--- config.mk ---
export PLATFORM = sky130hd
export DESIGN_NAME = seed_text_to_long_top
export DESIGN_NICKNAME = d
export VERILOG_FILES = /design/src/sv/stt_pkg.sv /design/src/sv/stt_front.sv /design/src/sv/stt_queue.sv /design/src/sv/stt_back.sv /design/src/sv/seed_text_to_long_top.sv
export VERILOG_INCLUDE_DIRS = /design/src /design/src/sv
export SDC_FILE = /design/constraint.sdc
export NUM_CORES = 2
export LEC_CHECK = 0
export BUFFER_PORTS_ARGS = -buffer_cell sky130_fd_sc_hd__buf_2
export CELL_PAD_IN_SITES_DETAIL_PLACEMENT = 1
export CELL_PAD_IN_SITES_GLOBAL_PLACEMENT = 2
export CORE_ASPECT_RATIO = 1.75
export CORE_MARGIN = 2
export CORE_UTILIZATION = 46
export DETAILED_ROUTE_END_ITERATION = 8
export PLACE_DENSITY = 0.93
export SETUP_SLACK_MARGIN = 0.15
export SYNTH_ARGS = -nofsm -noshare
export SYNTH_HDL_FRONTEND = slang
export SYNTH_SLANG_ARGS = --single-unit
export TNS_END_PERCENT = 30
--- constraint.sdc ---
create_clock -name clk -period 12.1 [get_ports clk]
set_clock_uncertainty 0.2 [all_clocks]
set_input_delay 2.42 -clock clk [delete_from_list [all_inputs] [get_ports clk]]
set_output_delay 2.42 -clock clk [all_outputs]
set_load 0.01 [all_outputs]
--- src/sv/assert_macros.svh ---
// ----------------------------------------------------------------------------
// assert_macros.svh
// concurrent assertion shorthands, sampled on clk, off during reset
// ----------------------------------------------------------------------------
`ifndef ASSERT_MACROS_SVH
`define ASSERT_MACROS_SVH

// property that must hold on every enabled clock edge
`define ASSERT_ALWAYS(label, expr, msg) \
    label: assert property (@(posedge clk) disable iff (!rst_n) (expr)) \
        else $error(msg);

// same-cycle implication
`define ASSERT_IMPLIES(label, ante, cons, msg) \
    label: assert property (@(posedge clk) disable iff (!rst_n) (ante) |-> (cons)) \
        else $error(msg);

`endif

--- src/sv/stt_pkg.sv ---
// ----------------------------------------------------------------------------
// stt_pkg
// types and constants shared by the seed text to long blocks
// ----------------------------------------------------------------------------
package stt_pkg;

    // request: one code unit of the seed text
    typedef struct packed {
        logic [15:0]        code_unit;
        logic               is_last;
        logic               no_text;
        logic signed [63:0] fallback_seed;
    } in_t;

    // result: one seed
    typedef struct packed {
        logic signed [63:0] seed;
        logic [1:0]         source;
    } out_t;

    // classified unit as it sits in the queue
    typedef struct packed {
        logic [15:0]        code_unit;
        logic               is_digit;
        logic [3:0]         digit;
        logic               is_plus;
        logic               is_minus;
        logic               is_last;
        logic               no_text;
        logic signed [63:0] fallback_seed;
    } unit_t;

    typedef enum logic [1:0] {
        SRC_PARSED   = 2'd0,
        SRC_HASH     = 2'd1,
        SRC_FALLBACK = 2'd2
    } source_t;

    localparam int QUEUE_DEPTH = 4;

    localparam logic [15:0] CHAR_ZERO  = 16'h0030;
    localparam logic [15:0] CHAR_NINE  = 16'h0039;
    localparam logic [15:0] CHAR_MINUS = 16'h002D;
    localparam logic [15:0] CHAR_PLUS  = 16'h002B;

    localparam logic [31:0] HASH_MULT = 32'd31;

    // largest magnitude that can still take one more digit
    localparam logic [63:0] MAG_STEP_LIMIT = 64'd922337203685477580;
    // last digit allowed at that magnitude
    localparam logic [3:0]  LAST_DIGIT_POS = 4'd7;
    localparam logic [3:0]  LAST_DIGIT_NEG = 4'd8;

endpackage

--- src/sv/stt_front.sv ---
// ----------------------------------------------------------------------------
// stt_front
// takes requests while the queue has room and classifies each code unit
// ----------------------------------------------------------------------------
module stt_front (
    input  logic          unit_valid,
    output logic          unit_stall,
    input  stt_pkg::in_t  unit_data,
    input  logic          q_full,
    output logic          push,
    output stt_pkg::unit_t push_data
);
    import stt_pkg::*;

    logic [15:0] c;
    logic [15:0] c_off;

    assign c          = unit_data.code_unit;
    assign c_off      = c - CHAR_ZERO;
    assign unit_stall = q_full;
    assign push       = unit_valid && !q_full;

    always_comb
    begin
        push_data.code_unit     = c;
        push_data.is_digit      = (c >= CHAR_ZERO) && (c <= CHAR_NINE);
        push_data.digit         = c_off[3:0];
        push_data.is_plus       = (c == CHAR_PLUS);
        push_data.is_minus      = (c == CHAR_MINUS);
        push_data.is_last       = unit_data.is_last;
        push_data.no_text       = unit_data.no_text;
        push_data.fallback_seed = unit_data.fallback_seed;
    end

endmodule

--- src/sv/stt_queue.sv ---
// ----------------------------------------------------------------------------
// stt_queue
// short fifo of classified units between front and back
// ----------------------------------------------------------------------------
module stt_queue #(
    parameter int DEPTH = stt_pkg::QUEUE_DEPTH
) (
    input  logic           clk,
    input  logic           rst_n,
    input  logic           push,
    input  stt_pkg::unit_t push_data,
    input  logic           pop,
    output logic           full,
    output logic           q_valid,
    output stt_pkg::unit_t q_data
);
    import stt_pkg::*;

    localparam int PTR_W = (DEPTH > 1) ? $clog2(DEPTH) : 1;
    localparam int CNT_W = $clog2(DEPTH + 1);

    unit_t              slots [DEPTH];
    logic [PTR_W-1:0]   wr_ptr_reg, wr_ptr_next;
    logic [PTR_W-1:0]   rd_ptr_reg, rd_ptr_next;
    logic [CNT_W-1:0]   count_reg, count_next;

    assign full    = (count_reg == CNT_W'(DEPTH));
    assign q_valid = (count_reg != '0);
    assign q_data  = slots[rd_ptr_reg];

    always_comb
    begin
        wr_ptr_next = wr_ptr_reg;
        rd_ptr_next = rd_ptr_reg;
        count_next  = count_reg;
        if (push)
        begin
            wr_ptr_next = (wr_ptr_reg == PTR_W'(DEPTH - 1)) ? '0 : wr_ptr_reg + 1'b1;
        end
        if (pop)
        begin
            rd_ptr_next = (rd_ptr_reg == PTR_W'(DEPTH - 1)) ? '0 : rd_ptr_reg + 1'b1;
        end
        if (push && !pop)
        begin
            count_next = count_reg + 1'b1;
        end
        else if (pop && !push)
        begin
            count_next = count_reg - 1'b1;
        end
    end

    always_ff @(posedge clk or negedge rst_n)
    begin
        if (!rst_n)
        begin
            wr_ptr_reg <= '0;
            rd_ptr_reg <= '0;
            count_reg  <= '0;
        end
        else
        begin
            wr_ptr_reg <= wr_ptr_next;
            rd_ptr_reg <= rd_ptr_next;
            count_reg  <= count_next;
        end
    end

    always_ff @(posedge clk)
    begin
        if (push)
        begin
            slots[wr_ptr_reg] <= push_data;
        end
    end

endmodule

--- src/sv/stt_back.sv ---
// ----------------------------------------------------------------------------
// stt_back
// runs the decimal parse and text hash, one unit per cycle while a unit is
// queued and no closing unit waits on a stalled output, and registers the seed
// ----------------------------------------------------------------------------
module stt_back (
    input  logic           clk,
    input  logic           rst_n,
    input  logic           q_valid,
    input  stt_pkg::unit_t q_data,
    output logic           pop,
    output logic           seed_valid,
    input  logic           seed_stall,
    output stt_pkg::out_t  seed_data
);
    import stt_pkg::*;

    // magnitude and its negative kept side by side, so no negate at the end
    logic [63:0] mag_reg, mag_next;
    logic [63:0] nacc_reg, nacc_next;
    logic        neg_reg, neg_next;
    logic        started_reg, started_next;
    logic        digit_reg, digit_next;
    logic        failed_reg, failed_next;
    logic [31:0] hash_reg, hash_next;
    logic        out_valid_reg, out_valid_next;
    out_t        out_reg, out_next;

    // one step of the parse, before any clear
    logic [63:0] s_mag, s_nacc;
    logic        s_neg, s_digit, s_failed;
    logic [31:0] s_hash;
    logic [63:0] dig64;
    logic [3:0]  last_digit;
    logic        over;
    logic        ends;
    logic        out_free;

    assign dig64      = {60'b0, q_data.digit};
    assign last_digit = neg_reg ? LAST_DIGIT_NEG : LAST_DIGIT_POS;
    assign over       = (mag_reg > MAG_STEP_LIMIT)
                     || ((mag_reg == MAG_STEP_LIMIT) && (q_data.digit > last_digit));
    assign ends       = q_data.no_text || q_data.is_last;
    assign out_free   = !out_valid_reg || !seed_stall;
    assign pop        = q_valid && (!ends || out_free);

    always_comb
    begin
        s_mag    = mag_reg;
        s_nacc   = nacc_reg;
        s_neg    = neg_reg;
        s_digit  = digit_reg;
        s_failed = failed_reg;
        s_hash   = hash_reg * HASH_MULT + {16'b0, q_data.code_unit};
        if (!failed_reg)
        begin
            priority if (!started_reg && (q_data.is_plus || q_data.is_minus))
            begin
                s_neg = q_data.is_minus;
            end
            else if (!q_data.is_digit || over)
            begin
                s_failed = 1'b1;
            end
            else
            begin
                s_mag   = (mag_reg << 3) + (mag_reg << 1) + dig64;
                s_nacc  = (nacc_reg << 3) + (nacc_reg << 1) - dig64;
                s_digit = 1'b1;
            end
        end
    end

    always_comb
    begin
        mag_next       = mag_reg;
        nacc_next      = nacc_reg;
        neg_next       = neg_reg;
        started_next   = started_reg;
        digit_next     = digit_reg;
        failed_next    = failed_reg;
        hash_next      = hash_reg;
        out_valid_next = out_valid_reg && seed_stall;
        out_next       = out_reg;
        if (pop)
        begin
            if (ends)
            begin
                out_valid_next = 1'b1;
                priority if (q_data.no_text)
                begin
                    out_next.seed   = q_data.fallback_seed;
                    out_next.source = SRC_FALLBACK;
                end
                else if (s_failed || !s_digit)
                begin
                    out_next.seed   = {{32{s_hash[31]}}, s_hash};
                    out_next.source = SRC_HASH;
                end
                else if (s_mag == '0)
                begin
                    out_next.seed   = q_data.fallback_seed;
                    out_next.source = SRC_FALLBACK;
                end
                else
                begin
                    out_next.seed   = s_neg ? s_nacc : s_mag;
                    out_next.source = SRC_PARSED;
                end
                mag_next     = '0;
                nacc_next    = '0;
                neg_next     = 1'b0;
                started_next = 1'b0;
                digit_next   = 1'b0;
                failed_next  = 1'b0;
                hash_next    = '0;
            end
            else
            begin
                mag_next     = s_mag;
                nacc_next    = s_nacc;
                neg_next     = s_neg;
                started_next = 1'b1;
                digit_next   = s_digit;
                failed_next  = s_failed;
                hash_next    = s_hash;
            end
        end
    end

    always_ff @(posedge clk or negedge rst_n)
    begin
        if (!rst_n)
        begin
            mag_reg       <= '0;
            nacc_reg      <= '0;
            neg_reg       <= 1'b0;
            started_reg   <= 1'b0;
            digit_reg     <= 1'b0;
            failed_reg    <= 1'b0;
            hash_reg      <= '0;
            out_valid_reg <= 1'b0;
        end
        else
        begin
            mag_reg       <= mag_next;
            nacc_reg      <= nacc_next;
            neg_reg       <= neg_next;
            started_reg   <= started_next;
            digit_reg     <= digit_next;
            failed_reg    <= failed_next;
            hash_reg      <= hash_next;
            out_valid_reg <= out_valid_next;
        end
    end

    always_ff @(posedge clk)
    begin
        out_reg <= out_next;
    end

    assign seed_valid = out_valid_reg;
    assign seed_data  = out_reg;

endmodule

--- src/sv/seed_text_to_long_top.sv ---
// ----------------------------------------------------------------------------
// seed_text_to_long_top
// decimal seed text to signed 64-bit seed, with hash and fallback
// ----------------------------------------------------------------------------
// Takes one UTF-16 code unit per request and, on the last unit (or an empty
// text request), returns one 64-bit seed: the parsed decimal value, the
// sign-extended 31x text hash when the text is not a valid integer, or the
// supplied fallback seed for an empty text or a parse of zero. A new request
// is taken every cycle while the queue has room. With an empty queue and a
// free output, the closing request passes through a queue slot and then the
// back end's output register before seed_valid rises. The rate is set by the
// back end's per-unit step, a multiply by ten with add and limit compare on
// the 64-bit magnitude. A small queue between the classifier and the back
// end absorbs output stalls; requests are stalled only when it is full.
module seed_text_to_long_top #(
    parameter int QUEUE_DEPTH = stt_pkg::QUEUE_DEPTH
) (
    input  logic          clk,
    input  logic          rst_n,
    input  logic          unit_valid,
    output logic          unit_stall,
    input  stt_pkg::in_t  unit_data,
    output logic          seed_valid,
    input  logic          seed_stall,
    output stt_pkg::out_t seed_data
);
    import stt_pkg::*;

`include "assert_macros.svh"

    logic  push;
    unit_t push_data;
    logic  q_full;
    logic  q_valid;
    unit_t q_data;
    logic  pop;

    stt_front u_front (
        .unit_valid (unit_valid),
        .unit_stall (unit_stall),
        .unit_data  (unit_data),
        .q_full     (q_full),
        .push       (push),
        .push_data  (push_data)
    );

    stt_queue #(
        .DEPTH (QUEUE_DEPTH)
    ) u_queue (
        .clk       (clk),
        .rst_n     (rst_n),
        .push      (push),
        .push_data (push_data),
        .pop       (pop),
        .full      (q_full),
        .q_valid   (q_valid),
        .q_data    (q_data)
    );

    stt_back u_back (
        .clk        (clk),
        .rst_n      (rst_n),
        .q_valid    (q_valid),
        .q_data     (q_data),
        .pop        (pop),
        .seed_valid (seed_valid),
        .seed_stall (seed_stall),
        .seed_data  (seed_data)
    );

    // back end never reads an empty queue
    `ASSERT_IMPLIES(a_pop_has_data, pop, q_valid, "pop from empty queue")
    // a parsed seed of zero must have gone to the fallback
    `ASSERT_IMPLIES(a_parsed_nonzero, seed_valid && seed_data.source == SRC_PARSED,
        seed_data.seed != '0, "parsed seed is zero")
    // hash seeds are sign-extended 32-bit values
    `ASSERT_IMPLIES(a_hash_sext, seed_valid && seed_data.source == SRC_HASH,
        seed_data.seed[63:32] == {32{seed_data.seed[31]}}, "hash seed not sign-extended")

endmodule
# Word-level counts from Yosys, hierarchy flattened

Memories as Yosys holds them, arrays and structs flattened.
Index checks and enable logic that the tools add are counted.

Muxes and demuxes: 34
Equal/unequal tests: 6
Divide/modulo/power cells: 0
Shift operators: 0
Reductions and logical operators: 28
Add/sub/neg operators: 10
Bitwise logic cells: 0
$lt $le $gt $ge: 4
Multipliers: 1

Operator list:

| operator                                                            | number |
|---|---|
| two-way mux 64 bit                                                  | 9 |
| two-way mux 66 bit                                                  | 3 |
| adder 64 bit                                                        | 2 |
| adder 64 x 4 -> 64 bit                                              | 1 |
| equality test 64 x 60 -> 1 bit (second input constant)              | 1 |
| > comparator 64 x 60 -> 1 bit (second input constant)               | 1 |
| zero test 64 bit                                                    | 1 |
| subtractor 64 x 4 -> 64 bit                                         | 1 |
| adder 32 x 16 -> 32 bit                                             | 1 |
| equality test 16 x 6 -> 1 bit (second input constant)               | 2 |
| multiplier 32 x 5 -> 32 bit (second input constant)                 | 1 |
| two-way mux 32 bit                                                  | 1 |
| greater-or-equal comparator 16 x 6 -> 1 bit (second input constant) | 1 |
| <= comparator 16 x 6 -> 1 bit (second input constant)               | 1 |
| two-way mux 1 bit                                                   | 16 |
| zero test 1 bit                                                     | 9 |
| logical AND 1 bit                                                   | 8 |
| logical OR 1 bit                                                    | 7 |
| two-way mux 3 bit                                                   | 2 |
| adder 2 x 1 -> 2 bit (second input constant)                        | 2 |
| equality test 2 bit (second input constant)                         | 2 |
| > comparator 4 bit                                                  | 1 |
| two-way mux 2 bit                                                   | 2 |
| two-way mux 4 bit                                                   | 1 |
| other kinds (7)                                                     | 7 |

Bits in writable memories: 356
Flip-flop bits (word level): 238
Word-level logic and storage cells: 97
Input bits: 86
Memories: 1
Output and inout port bits: 68
Bits in read-only memories: 0
Latch bits: 0

Memory list:

| memory        | words | bits a word | rd ports | clocked after memory_dff | write ports | line            | RTL |
|---|---|---|---|---|---|---|---|
| u_queue.slots | 4     | 89          | 1        | 0                        | 1           | stt_queue.sv:22 | `unit_t slots [DEPTH];` |

# Depth between registers and ports, before layout

Word-level depth: 12
Mapped depth: 28
Depth with buffers taken out: 22

# Cells and area by module

From an unflattened synthesis, not the netlist that was laid out.

Cell total of the unflattened synthesis: 3,593
Area, all modules: 39,352.7 um^2

By module, submodules not included:

| module    | cells an instance | area each (um^2) | times used | seq. area each (um^2) |
|---|---|---|---|---|
| stt_back  | 2,992             | 25,230.4         | 1          | 6,110.9 |
| stt_queue | 502               | 13,347.8         | 1          | 10,865.4 |
| stt_front | 99                | 774.5            | 1          | 0.0 |

# Worst setup path before layout

Ideal clock, no wire load.

Path kind: flip-flop to flip-flop
Start: register u_queue.rd_ptr_reg[0]
End: register u_back.out_reg (netlist bit u_back.seed_data[61]) (data pin)
Path buffers: 7
Data arrival time: 7,839 ps
Path slack: 3,915 ps
Required time: 11,754 ps
Cell stages (with the launch flop): 28
Library setup time: 146 ps
Clock period less this slack: 8,185 ps
Cells stage by stage: dfrtp_1 > buf_4 > buf_1 > buf_1 > buf_1 > buf_1 > mux4_2 > fa_1 > inv_1 > fa_1 > fa_1 > inv_1 > ha_1 > o21ai_0 > o211ai_1 > nor3b_1 > a2111oi_0 > o31ai_1 > o21ai_0 > o311ai_0 > a21o_1 > a21oi_1 > xnor2_1 > nand2b_1 > clkbuf_1 > clkbuf_1 > o21ai_0 > a21oi_1

Longest elaborated chain between the ends: 12
Elaborated cells on any way between the ends: 32
Classes of those cells: add/sub (3); order compare (1); mux (18); reduce/logical (9); memory (1)

RTL lines:

| item                                                            | line            | RTL |
|---|---|---|
| from (decl)                                                     | stt_queue.sv:24 | `logic [PTR_W-1:0] rd_ptr_reg, rd_ptr_next;` |
| from (signal assigned)                                          | stt_queue.sv:65 | `rd_ptr_reg <= rd_ptr_next;` |
| memory (4 x 89 bit) (*)                                         | n/a             |  |
| branches (longest 10 deep; another with adder 64 x 4 -> 64 bit) | n/a             |  |
| two-way mux 66 bit (*)                                          | stt_back.sv:90  | `priority if (q_data.no_text)` |
| to (signal assigned)                                            | stt_back.sv:159 | `out_reg <= out_next;` |
| to (decl)                                                       | stt_back.sv:27  | `out_t out_reg, out_next;` |

Mark *: on every way between the ends.
A chain may end at the register's enable or synchronous reset.

# Worst setup path in the final report

Start: register u_queue.rd_ptr_reg[1]
End: register u_back.out_reg (netlist bit u_back.seed_data[51]) (data pin)

The elaborated chain is that of the path after synthesis.

==> impl_metrics.tcl <==
set metrics [dict create \
    outcome "completed" \
    max_freq_ghz 0.1248 \
    syn_area_per_cell_um2 10.69 \
    crit_arrival_ns 8.29 \
    cp-startpoint "u_queue.rd_ptr_reg[1]$_DFFE_PN0P_" \
    insertion_delay_ns 0.64 \
    top_register "u_queue.slots" \
    worst_pin_slew_ns 1.126 \
    die_w_um 222.1 \
    cp.required_ns 12.38 \
    crit-reg2reg-capture "u_back.seed_data[51]$_DFFE_PP_" \
    yosys.cell_types.count 92 \
    cts.htree.levels 2 \
    area_delta_synth_final_pct 9.286 \
    hold_depth 2 \
    drt_iter0_drc 2132 \
    drv_cap 0 \
    grt_first_pass_wirelength_um 203300 \
    ys_seq_elements 578 \
    crit_type "flop to flop" \
    die-area_um2 85640 \
    grt_antenna_before_repair 6 \
    grt_pass1_vias 32720 \
    cts_made_buffers 49 \
    drc_errors 0 \
    final_cell_mix "406 x edfxtp_1, 309 x inv_1, 305 x ha_1" \
    end_kind "flop" \
    io_pins 154 \
    cts_root_buf "clkbuf_16" \
    slew_viol_final 0 \
    rsz0062_at_grt "false" \
    setup.worst_path.end "u_back.seed_data[51]$_DFFE_PP_" \
    maxSlewHeadroom_pct 24.15 \
    clkSinkCount 578 \
    crit_chain "buf_4, mux4_2, inv_1, fa_1, inv_1, fa_1, fa_1, ha_1, o21ai_0, o211ai_1, nor3b_1, a2111oi_0, o31ai_1, o21ai_0, o311ai_0, a21o_1, a21oi_1, xnor2_1, buf_4, nand2b_1, o21ai_0, a21oi_1" \
    core_um2 82850 \
    synth_edf_count 406 \
    hold_class "flop to flop" \
    wirelength_um 136000 \
    place_area_um2 40050 \
    antenna_left 0 \
    clk_path_buf_depth 3 \
    initial_core_util_pct 46.20 \
    ys_warn_count 0 \
    cp-start-kind "flop" \
    path_clk_slew_ns 0.08 \
    cp_slowest_cell "o311ai_0" \
    fp.dieH_um 385.6 \
    crit_fanout 37 \
    num_rows 140 \
    grt_usage_pct 31.50 \
    finalSetupViolCount 0 \
    via_per_inst 6.358 \
    synth_nets 4076 \
    synth_area_leader_cell "edfxtp_1" \
    r2r_slack_ns 4.09 \
    synth-async-reset-ratio_pct 29.76 \
    place.gp.congestion 0.9590 \
    largest_reg_flops 340 \
    layout_commonest_cell "edfxtp_1" \
    syn_inst 3582 \
    final_cell_area_um2 41840 \
    ctsResizeCount 0 \
    period_share_pct 66.24 \
    netlist_area_um2 38280 \
    drt_pass1_iterations 5 \
    grt_max_degree 106 \
    hold_viol 0 \
    nFillCells 8915 \
    synth_top_area_share_pct 31.85 \
    cts_tree "yes" \
    io_buffer_count 153 \
    register_area_um2 16500 \
    r2r_cells 22 \
    ys_seq_area_share_pct 43.09 \
    synth_area_leaders "edfxtp_1 32%, dfrtp_1 11%, ha_1 10%" \
    post_drt_wl_per_cell_um 28.58 \
    setup_tns_ns 0 \
    post_cts_buffers 0 \
    drive_gt1_share_pct 11.90 \
    min_period_ns 8.015 \
    dp_hpwl_um 99500 \
    grt-ovfl-total 0 \
    synth-main-ff-cell "edfxtp_1" \
    multi_input_area_um2 20000 \
    regToRegStartpoint "u_queue.rd_ptr_reg[1]$_DFFE_PN0P_" \
    cpPeakStageDelay_ns 0.58 \
    final_nets 4142 \
    postCtsHoldBufs 0 \
    vias 30260 \
]
-- worst min path at each step --
| stage | start | end | slack [ns] |
|---|---|---|---|
| final | u_back.nacc_reg[6]$_DFFE_PN0P_ | u_back.nacc_reg[6]$_DFFE_PN0P_ | 0.30 |
| after global placement | u_queue.count_reg[2]$_DFFE_PN0P_ | u_queue.count_reg[2]$_DFFE_PN0P_ | 0.27 |
| after CTS | u_back.nacc_reg[6]$_DFFE_PN0P_ | u_back.nacc_reg[6]$_DFFE_PN0P_ | 0.31 |
| after detailed placement | u_back.nacc_reg[6]$_DFFE_PN0P_ | u_back.nacc_reg[6]$_DFFE_PN0P_ | 0.29 |
| after floorplan | u_queue.count_reg[2]$_DFFE_PN0P_ | u_queue.count_reg[2]$_DFFE_PN0P_ | 0.26 |
| after global routing | u_back.nacc_reg[14]$_DFFE_PN0P_ | u_back.nacc_reg[14]$_DFFE_PN0P_ | 0.33 |
-- synth_stat cells, types with 12 or more instances --
cell type	number
nand2_1	263
a221o_1	14
fa_1	103
o31ai_1	28
nor4_1	15
nor2_1	223
buf_1	18
mux4_2	85
xnor2_1	77
edfxtp_1	406
mux2i_1	47
o21bai_1	25
o211ai_1	38
a21oi_1	246
a22o_1	14
ha_1	305
nand3_1	162
nand4_1	48
and3_1	23
a221oi_2	16
o21ai_0	270
a211oi_1	23
nand2b_1	17
or3_1	17
and2_1	28
a31oi_1	34
nor3b_1	12
o21a_1	21
xor2_1	63
inv_1	310
dfrtp_1	172
nor2b_1	16
a21o_1	77
nor3_1	30
clkbuf_1	140
-- per-layer routing --
| metal | vias up | part of all wire (%) | GRT usage (%) | routed length [um] |
|---|---|---|---|---|
| met4 | 2 | 8.2 | 22.85 | 11110 |
| met2 | 1163 | 51 | 56.96 | 69770 |
| met5 | - | 0.0051 | 0 | 7 |
| met1 | 15357 | 35 | 33.67 | 48090 |
| li1 | 13303 | - | - | - |
| met3 | 435 | 5.2 | 4.372 | 7008 |
-- critical path: cells and delay by family (launching register included) --
family	cells	cell delay (ns)
compound gates	10	2.53
fa+ha+maj	4	1.90
buf+inv	4	1.03
simple gates	2	1.03
flops	1	0.54
mux	1	0.41
xor+xnor	1	0.17
-- cells by family (layout without fill, tap and decap cells) --
family / Yosys count / count (layout) / synth area share (%)
AO/OA/AOI/OAI: 925 / 925 / 15.56
XOR/XNOR: 140 / 140 / 3.203
adder cells (fa/ha/maj): 408 / 408 / 15.35
buffers and inverters: 484 / 591 / 4.880
flip-flops: 578 / 578 / 43.09
multiplexers: 137 / 137 / 6.377
other: 0 / 5 / 0
AND/OR/NAND/NOR: 910 / 910 / 11.54
-- metrics by stage --
step	setup WS [ns]	std cells	hold WS (ns)	utilization (%)
4_1_cts	4.229	4754	0.3058	50.48
3_3_place_gp	4.483	4662	0.2711	48.33
5_1_grt	3.913	4756	0.3295	50.48
6_report	4.085	4759	0.3050	50.49
2_1_floorplan	3.915	3582	0.2565	-
3_5_place_dp	4.326	4662	0.2915	48.33
-- area by class of cell --
cell class / count / share of cell area (%)
clock inverters: 35 / 1.199
multi-input cells: 2520 / 47.82
flip-flops and latches: 578 / 39.45
diodes: 5 / 0.02991
inverters: 311 / 2.793
well taps: 1065 / 3.185
repair buffers: 188 / 2.479
clock buffers: 57 / 3.051
Power is left out: the tool's default activity adds up to more than one toggle a clock period on the data nets, which glitch-free logic cannot reach.
